[config.mk]
export PLATFORM = sky130hd
export DESIGN_NAME = sparse_polynomial_term_table
export DESIGN_NICKNAME = d
export VERILOG_FILES = /design/src/rtl/core/sptt_pkg.sv /design/src/rtl/core/sparse_polynomial_term_table.sv /design/src/rtl/core/sptt_ctrl.sv /design/src/rtl/core/sptt_dpath.sv
export SDC_FILE = /design/constraint.sdc
export NUM_CORES = 2
export LEC_CHECK = 0
export BUFFER_PORTS_ARGS = -buffer_cell sky130_fd_sc_hd__buf_2
export CORE_MARGIN = 5
export CORE_UTILIZATION = 61
export CTS_BUF_LIST = sky130_fd_sc_hd__clkbuf_16
export DETAILED_ROUTE_END_ITERATION = 16
export GPL_ROUTABILITY_DRIVEN = 0
export PLACE_DENSITY_LB_ADDON = 0.05
export SETUP_SLACK_MARGIN = 0.4
export SYNTH_ARGS = -nofsm -noshare
export SYNTH_HDL_FRONTEND = slang
export SYNTH_SLANG_ARGS = --single-unit
[constraint.sdc]
create_clock -name clock -period 18.86 [get_ports clock]
set_clock_uncertainty 0.1 [all_clocks]
set_input_delay 2.829 -clock clock [delete_from_list [all_inputs] [get_ports clock]]
set_output_delay 2.829 -clock clock [all_outputs]
set_load 0.005 [all_outputs]
[src/rtl/core/sptt_pkg.sv]
package sptt_pkg;

   // fixed field widths
   localparam int FUNC_W       = 2;
   localparam int COEF_W       = 32;
   localparam int EXP_PORT_W   = 16;
   localparam int TERM_INDEX_W = 6;
   localparam int COUNT_PORT_W = 6;
   localparam int STATUS_W     = 2;

   // operation codes
   localparam logic [FUNC_W-1:0] FUNC_ADD  = 2'd0;
   localparam logic [FUNC_W-1:0] FUNC_SET  = 2'd1;
   localparam logic [FUNC_W-1:0] FUNC_READ = 2'd2;
   localparam logic [FUNC_W-1:0] FUNC_TERM = 2'd3;

   // result status codes
   localparam logic [STATUS_W-1:0] ST_OK        = 2'd0;
   localparam logic [STATUS_W-1:0] ST_NOT_FOUND = 2'd1;
   localparam logic [STATUS_W-1:0] ST_FULL      = 2'd2;
   localparam logic [STATUS_W-1:0] ST_BAD_INDEX = 2'd3;

   localparam logic [COEF_W-1:0] COEF_MAX = 32'h7fff_ffff;
   localparam logic [COEF_W-1:0] COEF_MIN = 32'h8000_0000;

   // controller to datapath
   typedef struct packed {
      logic load;
      logic scan;
      logic decide;
      logic shift;
      logic shrink;
      logic respond;
   } cmd_type;

   // datapath to controller
   typedef struct packed {
      logic table_empty;
      logic scan_last;
      logic remove;
      logic shift_more;
   } stat_type;

endpackage

[src/rtl/core/sparse_polynomial_term_table.sv]
// channel   | handshake       | payload
// ----------+-----------------+--------------------------------------------------
// request   | start, busy     | req_func, req_coef_in, req_exp_in, req_term_index
// response  | rsp_valid       | rsp_status, rsp_coef_out, rsp_exp_out,
//           |                 | rsp_term_count, rsp_degree, rsp_is_empty
//
// a request beat is taken on a rising edge with start high and busy low
// one request at a time: after accept the controller scans the term memory, decides and
// responds; a removal adds a shift-down of the terms above the hit and a shrink step
// rsp_valid is high for one cycle only and the payload holds until the next response; the receiver cannot stall it
// reset (synchronous, active high) empties the table and returns the controller to idle
module sparse_polynomial_term_table #(
   parameter int MAX_TERMS = 32,
   parameter int EXP_BITS  = 16
) (
   input  logic                                   clock,
   input  logic                                   reset,
   input  logic                                   start,
   output logic                                   busy,
   input  logic        [sptt_pkg::FUNC_W-1:0]       req_func,
   input  logic signed [sptt_pkg::COEF_W-1:0]       req_coef_in,
   input  logic        [sptt_pkg::EXP_PORT_W-1:0]   req_exp_in,
   input  logic        [sptt_pkg::TERM_INDEX_W-1:0] req_term_index,
   output logic                                   rsp_valid,
   output logic        [sptt_pkg::STATUS_W-1:0]     rsp_status,
   output logic signed [sptt_pkg::COEF_W-1:0]       rsp_coef_out,
   output logic        [sptt_pkg::EXP_PORT_W-1:0]   rsp_exp_out,
   output logic        [sptt_pkg::COUNT_PORT_W-1:0] rsp_term_count,
   output logic        [sptt_pkg::EXP_PORT_W-1:0]   rsp_degree,
   output logic                                   rsp_is_empty
);
   import sptt_pkg::*;

   // command and status between sequencer and datapath
   cmd_type  cmd;
   stat_type stat;

   // sequencer: scan, decide, optional shift-down, respond
   sptt_ctrl u_ctrl (
      .clock (clock),
      .reset (reset),
      .start (start),
      .stat  (stat),
      .busy  (busy),
      .cmd   (cmd)
   );

   // datapath: term memory, scan accumulators (match, degree), saturating add
   sptt_dpath #(
      .MAX_TERMS (MAX_TERMS),
      .EXP_BITS  (EXP_BITS)
   ) u_dpath (
      .clock          (clock),
      .reset          (reset),
      .cmd            (cmd),
      .stat           (stat),
      .req_func       (req_func),
      .req_coef_in    (req_coef_in),
      .req_exp_in     (req_exp_in),
      .req_term_index (req_term_index),
      .rsp_valid      (rsp_valid),
      .rsp_status     (rsp_status),
      .rsp_coef_out   (rsp_coef_out),
      .rsp_exp_out    (rsp_exp_out),
      .rsp_term_count (rsp_term_count),
      .rsp_degree     (rsp_degree),
      .rsp_is_empty   (rsp_is_empty)
   );

endmodule

[src/rtl/core/sptt_ctrl.sv]
module sptt_ctrl (
   input  logic               clock,
   input  logic               reset,
   input  logic               start,
   input  sptt_pkg::stat_type stat,
   output logic               busy,
   output sptt_pkg::cmd_type  cmd
);
   import sptt_pkg::*;

   localparam logic [2:0] S_IDLE    = 3'd0;
   localparam logic [2:0] S_SCAN    = 3'd1;
   localparam logic [2:0] S_DRAIN   = 3'd2;
   localparam logic [2:0] S_DECIDE  = 3'd3;
   localparam logic [2:0] S_SHIFT   = 3'd4;
   localparam logic [2:0] S_SHRINK  = 3'd5;
   localparam logic [2:0] S_RESPOND = 3'd6;

   logic [2:0] state_ff;
   logic [2:0] state_in;

   always_ff @(posedge clock) begin
      if (reset) begin
         state_ff <= S_IDLE;
      end else begin
         state_ff <= state_in;
      end
   end

   always_comb begin
      state_in = state_ff;
      cmd      = '0;
      unique case (state_ff)
         S_IDLE: begin
            if (start) begin
               cmd.load = 1'b1;
               state_in = S_SCAN;
            end
         end
         S_SCAN: begin
            if (stat.table_empty) begin
               state_in = S_DECIDE;
            end else begin
               cmd.scan = 1'b1;
               if (stat.scan_last) begin
                  state_in = S_DRAIN;
               end
            end
         end
         S_DRAIN: begin
            state_in = S_DECIDE;
         end
         S_DECIDE: begin
            cmd.decide = 1'b1;
            state_in   = stat.remove ? S_SHIFT : S_RESPOND;
         end
         S_SHIFT: begin
            if (stat.shift_more) begin
               cmd.shift = 1'b1;
            end else begin
               state_in = S_SHRINK;
            end
         end
         S_SHRINK: begin
            cmd.shrink = 1'b1;
            state_in   = S_RESPOND;
         end
         S_RESPOND: begin
            cmd.respond = 1'b1;
            state_in    = S_IDLE;
         end
         default: begin
            state_in = S_IDLE;
         end
      endcase
   end

   assign busy = (state_ff != S_IDLE);

endmodule

[src/rtl/core/sptt_dpath.sv]
module sptt_dpath #(
   parameter int MAX_TERMS = 32,
   parameter int EXP_BITS  = 16
) (
   input  logic                                   clock,
   input  logic                                   reset,
   input  sptt_pkg::cmd_type                      cmd,
   output sptt_pkg::stat_type                     stat,
   input  logic        [sptt_pkg::FUNC_W-1:0]       req_func,
   input  logic signed [sptt_pkg::COEF_W-1:0]       req_coef_in,
   input  logic        [sptt_pkg::EXP_PORT_W-1:0]   req_exp_in,
   input  logic        [sptt_pkg::TERM_INDEX_W-1:0] req_term_index,
   output logic                                   rsp_valid,
   output logic        [sptt_pkg::STATUS_W-1:0]     rsp_status,
   output logic signed [sptt_pkg::COEF_W-1:0]       rsp_coef_out,
   output logic        [sptt_pkg::EXP_PORT_W-1:0]   rsp_exp_out,
   output logic        [sptt_pkg::COUNT_PORT_W-1:0] rsp_term_count,
   output logic        [sptt_pkg::EXP_PORT_W-1:0]   rsp_degree,
   output logic                                   rsp_is_empty
);
   import sptt_pkg::*;

   localparam int CNT_W  = $clog2(MAX_TERMS + 1);
   localparam int ADDR_W = (MAX_TERMS > 1) ? $clog2(MAX_TERMS) : 1;
   localparam int CMP_W  = ((CNT_W > TERM_INDEX_W) ? CNT_W : TERM_INDEX_W) + 1;

   // term storage
   logic [COEF_W-1:0]   coef_mem [MAX_TERMS];
   logic [EXP_BITS-1:0] exp_mem  [MAX_TERMS];
   logic [COEF_W-1:0]   rd_coef_ff;
   logic [EXP_BITS-1:0] rd_exp_ff;

   // captured request
   logic [FUNC_W-1:0]       func_ff;
   logic [COEF_W-1:0]       coef_ff;
   logic [EXP_BITS-1:0]     exp_ff;
   logic [TERM_INDEX_W-1:0] idx_ff;

   logic [CNT_W-1:0] count_ff;
   logic [CNT_W-1:0] count_in;
   logic [CNT_W-1:0] rd_ptr_ff;
   logic [CNT_W-1:0] vld_addr_ff;
   logic [CNT_W-1:0] wr_ptr_ff;
   logic             scan_vld_ff;
   logic             shift_vld_ff;

   // scan results
   logic                found_ff;
   logic [CNT_W-1:0]    pos_ff;
   logic [COEF_W-1:0]   hit_coef_ff;
   logic [EXP_BITS-1:0] hit_exp_ff;
   logic [EXP_BITS-1:0] max_all_ff;
   logic [EXP_BITS-1:0] max_other_ff;

   // held result
   logic [STATUS_W-1:0] res_status_ff;
   logic [COEF_W-1:0]   res_coef_ff;
   logic [EXP_BITS-1:0] res_exp_ff;
   logic [EXP_BITS-1:0] res_degree_ff;

   logic                    rsp_valid_ff;
   logic [STATUS_W-1:0]     rsp_status_ff;
   logic [COEF_W-1:0]       rsp_coef_ff;
   logic [EXP_PORT_W-1:0]   rsp_exp_ff;
   logic [COUNT_PORT_W-1:0] rsp_count_ff;
   logic [EXP_PORT_W-1:0]   rsp_degree_ff;
   logic                    rsp_empty_ff;

   // decision
   logic [COEF_W:0]     sum_wide;
   logic [COEF_W-1:0]   sum_sat;
   logic                table_full;
   logic                idx_in_range;
   logic                scan_match;
   logic [STATUS_W-1:0] dec_status;
   logic [COEF_W-1:0]   dec_coef;
   logic [EXP_BITS-1:0] dec_exp;
   logic [EXP_BITS-1:0] dec_degree;
   logic                dec_write;
   logic                dec_append;
   logic                dec_remove;

   // memory port
   logic                wr_en;
   logic [CNT_W-1:0]    wr_addr;
   logic [COEF_W-1:0]   wr_coef;
   logic [EXP_BITS-1:0] wr_exp;
   logic                rd_en;

   assign rd_en = cmd.scan | cmd.shift;

   always_comb begin
      wr_en   = 1'b0;
      wr_addr = wr_ptr_ff;
      wr_coef = rd_coef_ff;
      wr_exp  = rd_exp_ff;
      if (shift_vld_ff) begin
         wr_en = 1'b1;
      end else if (cmd.decide && dec_write) begin
         wr_en   = 1'b1;
         wr_addr = dec_append ? count_ff : pos_ff;
         wr_coef = dec_coef;
         wr_exp  = exp_ff;
      end
   end

   always_ff @(posedge clock) begin
      if (wr_en) begin
         coef_mem[wr_addr[ADDR_W-1:0]] <= wr_coef;
         exp_mem[wr_addr[ADDR_W-1:0]]  <= wr_exp;
      end
      if (rd_en) begin
         rd_coef_ff <= coef_mem[rd_ptr_ff[ADDR_W-1:0]];
         rd_exp_ff  <= exp_mem[rd_ptr_ff[ADDR_W-1:0]];
      end
   end

   // entry matches the exponent, or sits at the requested position
   always_comb begin
      if (func_ff == FUNC_TERM) begin
         scan_match = (CMP_W'(idx_ff) == (CMP_W'(vld_addr_ff) + CMP_W'(1)));
      end else begin
         scan_match = (rd_exp_ff == exp_ff);
      end
   end

   always_comb begin
      sum_wide = {hit_coef_ff[COEF_W-1], hit_coef_ff} + {coef_ff[COEF_W-1], coef_ff};
      if (sum_wide[COEF_W] != sum_wide[COEF_W-1]) begin
         sum_sat = sum_wide[COEF_W] ? COEF_MIN : COEF_MAX;
      end else begin
         sum_sat = sum_wide[COEF_W-1:0];
      end
   end

   assign table_full   = (count_ff == CNT_W'(MAX_TERMS));
   assign idx_in_range = (idx_ff != '0) && (CMP_W'(idx_ff) <= CMP_W'(count_ff));

   always_comb begin
      dec_status = ST_OK;
      dec_coef   = '0;
      dec_exp    = exp_ff;
      dec_write  = 1'b0;
      dec_append = 1'b0;
      dec_remove = 1'b0;
      case (func_ff)
         FUNC_ADD: begin
            if (found_ff) begin
               dec_coef = sum_sat;
               if (sum_sat == '0) begin
                  dec_remove = 1'b1;
               end else begin
                  dec_write = 1'b1;
               end
            end else if (coef_ff == '0) begin
               dec_coef = '0;
            end else if (table_full) begin
               dec_status = ST_FULL;
            end else begin
               dec_coef   = coef_ff;
               dec_write  = 1'b1;
               dec_append = 1'b1;
            end
         end
         FUNC_SET: begin
            if (found_ff) begin
               dec_coef = coef_ff;
               if (coef_ff == '0) begin
                  dec_remove = 1'b1;
               end else begin
                  dec_write = 1'b1;
               end
            end else begin
               dec_status = ST_NOT_FOUND;
            end
         end
         FUNC_READ: begin
            if (found_ff) begin
               dec_coef = hit_coef_ff;
            end else begin
               dec_status = ST_NOT_FOUND;
            end
         end
         default: begin
            if (idx_in_range) begin
               dec_coef = hit_coef_ff;
               dec_exp  = hit_exp_ff;
            end else begin
               dec_status = ST_BAD_INDEX;
               dec_exp    = '0;
            end
         end
      endcase
      if (dec_remove) begin
         dec_degree = max_other_ff;
      end else if (dec_append && (exp_ff > max_all_ff)) begin
         dec_degree = exp_ff;
      end else begin
         dec_degree = max_all_ff;
      end
   end

   always_comb begin
      count_in = count_ff;
      if (cmd.decide && dec_append) begin
         count_in = count_ff + CNT_W'(1);
      end else if (cmd.shrink) begin
         count_in = count_ff - CNT_W'(1);
      end
   end

   always_ff @(posedge clock) begin
      if (reset) begin
         count_ff     <= '0;
         scan_vld_ff  <= 1'b0;
         shift_vld_ff <= 1'b0;
         rsp_valid_ff <= 1'b0;
      end else begin
         count_ff     <= count_in;
         scan_vld_ff  <= cmd.scan;
         shift_vld_ff <= cmd.shift;
         rsp_valid_ff <= cmd.respond;
      end
   end

   always_ff @(posedge clock) begin
      if (cmd.load) begin
         func_ff      <= req_func;
         coef_ff      <= req_coef_in;
         exp_ff       <= EXP_BITS'(req_exp_in);
         idx_ff       <= req_term_index;
         rd_ptr_ff    <= '0;
         found_ff     <= 1'b0;
         max_all_ff   <= '0;
         max_other_ff <= '0;
      end
      if (cmd.scan || cmd.shift) begin
         rd_ptr_ff   <= rd_ptr_ff + CNT_W'(1);
         vld_addr_ff <= rd_ptr_ff;
      end
      if (scan_vld_ff) begin
         if (scan_match) begin
            found_ff    <= 1'b1;
            pos_ff      <= vld_addr_ff;
            hit_coef_ff <= rd_coef_ff;
            hit_exp_ff  <= rd_exp_ff;
         end
         if (rd_exp_ff > max_all_ff) begin
            max_all_ff <= rd_exp_ff;
         end
         if ((rd_exp_ff != exp_ff) && (rd_exp_ff > max_other_ff)) begin
            max_other_ff <= rd_exp_ff;
         end
      end
      if (cmd.decide) begin
         res_status_ff <= dec_status;
         res_coef_ff   <= dec_coef;
         res_exp_ff    <= dec_exp;
         res_degree_ff <= dec_degree;
         rd_ptr_ff     <= pos_ff + CNT_W'(1);
         wr_ptr_ff     <= pos_ff;
      end
      if (shift_vld_ff) begin
         wr_ptr_ff <= wr_ptr_ff + CNT_W'(1);
      end
      if (cmd.respond) begin
         rsp_status_ff <= res_status_ff;
         rsp_coef_ff   <= res_coef_ff;
         rsp_exp_ff    <= EXP_PORT_W'(res_exp_ff);
         rsp_count_ff  <= COUNT_PORT_W'(count_ff);
         rsp_degree_ff <= EXP_PORT_W'(res_degree_ff);
         rsp_empty_ff  <= (count_ff == '0);
      end
   end

   assign stat.table_empty = (count_ff == '0);
   assign stat.scan_last   = ((rd_ptr_ff + CNT_W'(1)) == count_ff);
   assign stat.remove      = dec_remove;
   assign stat.shift_more  = (rd_ptr_ff < count_ff);

   assign rsp_valid      = rsp_valid_ff;
   assign rsp_status     = rsp_status_ff;
   assign rsp_coef_out   = rsp_coef_ff;
   assign rsp_exp_out    = rsp_exp_ff;
   assign rsp_term_count = rsp_count_ff;
   assign rsp_degree     = rsp_degree_ff;
   assign rsp_is_empty   = rsp_empty_ff;

endmodule

==> flow_summary.yaml <==
die:
  core_area_sq_um: 125700
  dieArea_sq_um: 133800
  start_util_pct: 61.40
  die_y_um: 365.8
  rows: 130
  ios: 134
  die_w_um: 365.8
setup_path:
  cp_cell_sequence: "ha_1 -> a21oi_1 -> o211ai_1 -> a221o_2 -> and4_4 -> or2_1 -> mux2_1 -> nand2_1 -> or4_4 -> o21ai_4 -> buf_4 -> buf_4 -> nand2_1 -> o21ai_1 -> buf_4"
  r2r_cells: 15
  slowest_stage: "buf_4"
  crit_path_start: "u_dpath.coef_ff[6]"
  crit_path_end: "u_dpath.exp_mem[6][2]"
  r2r_start: "u_dpath.coef_ff[6]"
  crit_top_cell: "buf_4"
  cp_max_fo: 45
  reg2reg_to: "u_dpath.exp_mem[6][2]"
  cp_slowest_stage_delay_ns: 0.71
  cp-end-kind: "register"
  required_ns: 19.36
  r2r_slack_ns: 12.42
  crit_path_start_kind: "register"
  path_class: "reg2reg"
  worstPathArrival_ns: 6.94
cts:
  post_cts_resized: 0
  max-clock-path-buffers: 3
  cts.sinks: 1895
  clockRootBuffer: "clkbuf_16"
  post-cts-setup-buffers: 0
  numCtsBuffers: 182
  cts_tree: "yes"
  h-tree-depth: 4
  hold_buffers: 0
  path_clk_slew_ns: 0.06
  clock_latency_ns: 0.80
drt:
  vias: 42691
  dr_wl_met2_um: 88960
  viasPerCell: 6.588
  wirelength_um: 190600
  met3_length_um: 18110
  wl_per_cell_um: 29.41
  top_layer: "met4"
  drtIter0Drc: 5796
  routedLengthMet1_um: 79280
  firstDrtPassIters: 10
  drc: 0
  drtAntennaViolNets: 0
yosys:
  seq_area_frac_synth_pct: 73.13
  synth_top_cell_area_share_pct: 71.96
  yosys.area_share.simple_pct: 3.489
  synth_fa_ha_area_share_pct: 1.767
  synth.net_count: 4691
  synth_xor_area_share_pct: 0.7585
  synth_top_family_by_area: "multiplexers"
  synth_edf_count: 1850
  synth_compound_area_share_pct: 6.977
  netlist_instances: 4525
  yosys_register_bits: 1895
  ys.flop_type: "edfxtp_1"
  yosys-top-cells-area: "edfxtp_1, mux4_2, mux2i_1, mux2_2, ha_1"
  async_flop_share_pct: 0
  yosysTopAreaCell: "edfxtp_1"
  synthDistinctLibCells: 86
  syn_avg_cell_area_sq_um: 17.06
  synthMuxAreaShare_pct: 12.27
  yosysWarnings: 0
  syn_area_sq_um: 77200
timing:
  fin_crit_sh_pct: 34.16
  slew_viol_final: 0
  grt_setup_unrepaired: "false"
  tns_ns: 0
  setup_violations: 0
  finalHoldViolCount: 0
  slew_headroom_pct: 21.10
  worst_pin_slew_ns: 1.176
  min_period_ns: 6.442
  fmax_ghz: 0.1552
power:
  p_leak_nw: 28.40
  clock_power_share_pct: 29.4
  p_per_area_nw_per_um2: 138.4
  swShare_pct: 32.17
  peakVddDrop_v: 0.0001437
  power_mw: 11.87
  p_seq_share_pct: 42.6
  comb_power_share_pct: 28.0
  switchingPower_mw: 3.820
  internal-power_mw: 8.053
grt:
  grt_max_degree: 136
  grt_pass1_wl_um: 280200
  track_usage_pct: 28.19
  grt_antenna_before_repair: 2
  grt.overflow.total: 0
  grt_pass1_vias: 41525
run_status:
  outcome: "complete, no violations"
job:
  maxCapViolations: 0
layout:
  drive_gt1_share_pct: 18.25
  areaGrowthSynthToFinish_pct: 11.16
  final_common_cell: "edfxtp_1"
  final_cell_mix: "edfxtp_1, mux2i_1, nand2_1"
  nets: 4850
place:
  dpl.hpwl_um: 112300
  port_buffers: 133
worst_hold_path:
  hold_path.class: "reg2reg"
-- worst min-delay path by stage --
| stage | start | to | slack (ns) | cells past startpoint |
|---|---|---|---|---|
| 4_1_cts | u_dpath.res_degree_ff[8] | u_dpath.rsp_degree[8] | 0.32 | 0 |
| 5_1_grt | u_dpath.res_coef_ff[14] | u_dpath.rsp_coef_out[14] | 0.32 | 0 |
| 3_5_place_dp | u_dpath.res_coef_ff[29] | u_dpath.rsp_coef_out[29] | 0.30 | 0 |
| 6_report | u_dpath.res_degree_ff[8] | u_dpath.rsp_degree[8] | 0.32 | 0 |
| 2_1_floorplan | u_dpath.res_coef_ff[0] | u_dpath.rsp_coef_out[0] | 0.30 | 0 |
| 3_3_place_gp | u_dpath.res_coef_ff[26] | u_dpath.rsp_coef_out[26] | 0.30 | 0 |
-- worst max-delay path: cells and delay by family (launching register included) --
kind,cells,cell delay [ns]
buf+inv,3,1.60
flops,1,0.44
simple gates,5,1.33
mux,1,0.60
fa+ha+maj,1,0.38
compound gates,5,1.72
-- sequential cells by signal, summed over array words and instances (netlist names), 16 cells and up --
name	cells
u_dpath.coef_ff	32
u_dpath.coef_mem	1024
u_dpath.exp_ff	16
u_dpath.exp_mem	512
u_dpath.hit_coef_ff	32
u_dpath.hit_exp_ff	16
u_dpath.max_all_ff	16
u_dpath.max_other_ff	16
u_dpath.rd_coef_ff	32
u_dpath.rd_exp_ff	16
u_dpath.res_coef_ff	32
u_dpath.res_degree_ff	16
u_dpath.res_exp_ff	16
u_dpath.rsp_coef_out	32
u_dpath.rsp_degree	16
u_dpath.rsp_exp_out	16
-- synthesized netlist by cell type, types with 5 or more instances --
| master | number |
|---|---|
| a222oi_1 | 30 |
| clkbuf_1 | 171 |
| mux2_1 | 7 |
| inv_1 | 85 |
| o21ai_1 | 26 |
| o211ai_1 | 8 |
| buf_2 | 11 |
| o22ai_1 | 75 |
| mux2i_1 | 332 |
| o221ai_1 | 148 |
| nor3b_1 | 6 |
| nor4_1 | 12 |
| nand2_1 | 331 |
| ha_1 | 105 |
| xor2_1 | 24 |
| a211oi_1 | 11 |
| a21oi_1 | 212 |
| nor3_1 | 17 |
| and2_1 | 8 |
| o21ai_0 | 227 |
| xnor2_1 | 41 |
| edfxtp_1 | 1850 |
| nor2b_1 | 12 |
| nand3_1 | 21 |
| nand3b_1 | 5 |
| or3_1 | 7 |
| o21a_1 | 26 |
| mux2_2 | 155 |
| a31oi_1 | 6 |
| mux4_2 | 192 |
| a21o_1 | 19 |
| dfxtp_1 | 45 |
| nor2_1 | 120 |
| buf_1 | 52 |
| nand4_1 | 34 |
| nand2b_1 | 9 |
-- cell type report --
| class | count | area [sq um] |
|---|---|---|
| Timing Repair Buffer | 213 | 1329 |
| Clock buffer | 188 | 4705 |
| Multi-Input combinational cell | 2307 | 19930 |
| Tap cell | 1650 | 2064 |
| Clock inverter | 140 | 1006 |
| Antenna cell | 2 | 5.005 |
| Inverter | 85 | 322.8 |
| Fill cell | 8221 | 39920 |
| Sequential cell | 1895 | 56450 |
-- metrics by stage --
stage | utilization [%] | instances | area, sq um | hold WS (ns) | setup WS (ns)
2_1_floorplan | - | 4525 | 77200 | 0.3003 | 11.85
3_3_place_gp | 63.71 | 6150 | 80100 | 0.3004 | 12.63
3_5_place_dp | 63.71 | 6150 | 80100 | 0.3045 | 12.53
4_1_cts | 68.25 | 6478 | 85810 | 0.3177 | 12.49
5_1_grt | 68.25 | 6478 | 85810 | 0.3203 | 12.13
6_report | 68.25 | 6480 | 85820 | 0.3170 | 12.42
-- power by group through the flow --
stage / sequential, mW / clock, mW / combinational [mW]
CTS: 5.05 / 3.54 / 3.31
finish: 5.05 / 3.49 / 3.33
global placement: 5.14 / 0 / 3.25
floorplan: 5.08 / 0 / 2.16
detailed placement: 5.14 / 0 / 3.29
global route: 5.06 / 3.73 / 3.55
-- cell families after synthesis --
kind of cell / after synthesis
adder cells (fa/ha/maj): 108
buffers and inverters: 323
AND/OR/NAND/NOR: 608
flip-flops: 1895
XOR/XNOR: 66
AO/OA/AOI/OAI: 839
multiplexers: 686
-- metal layers --
metal  vias to the layer above  GRT usage, %
met2                      2081         43.74
met4                         0         6.480
met1                     21868         42.24
li1                      18463             -
met3                       279         5.530
met5                         -             0
Power figures use the tool's default switching activity.
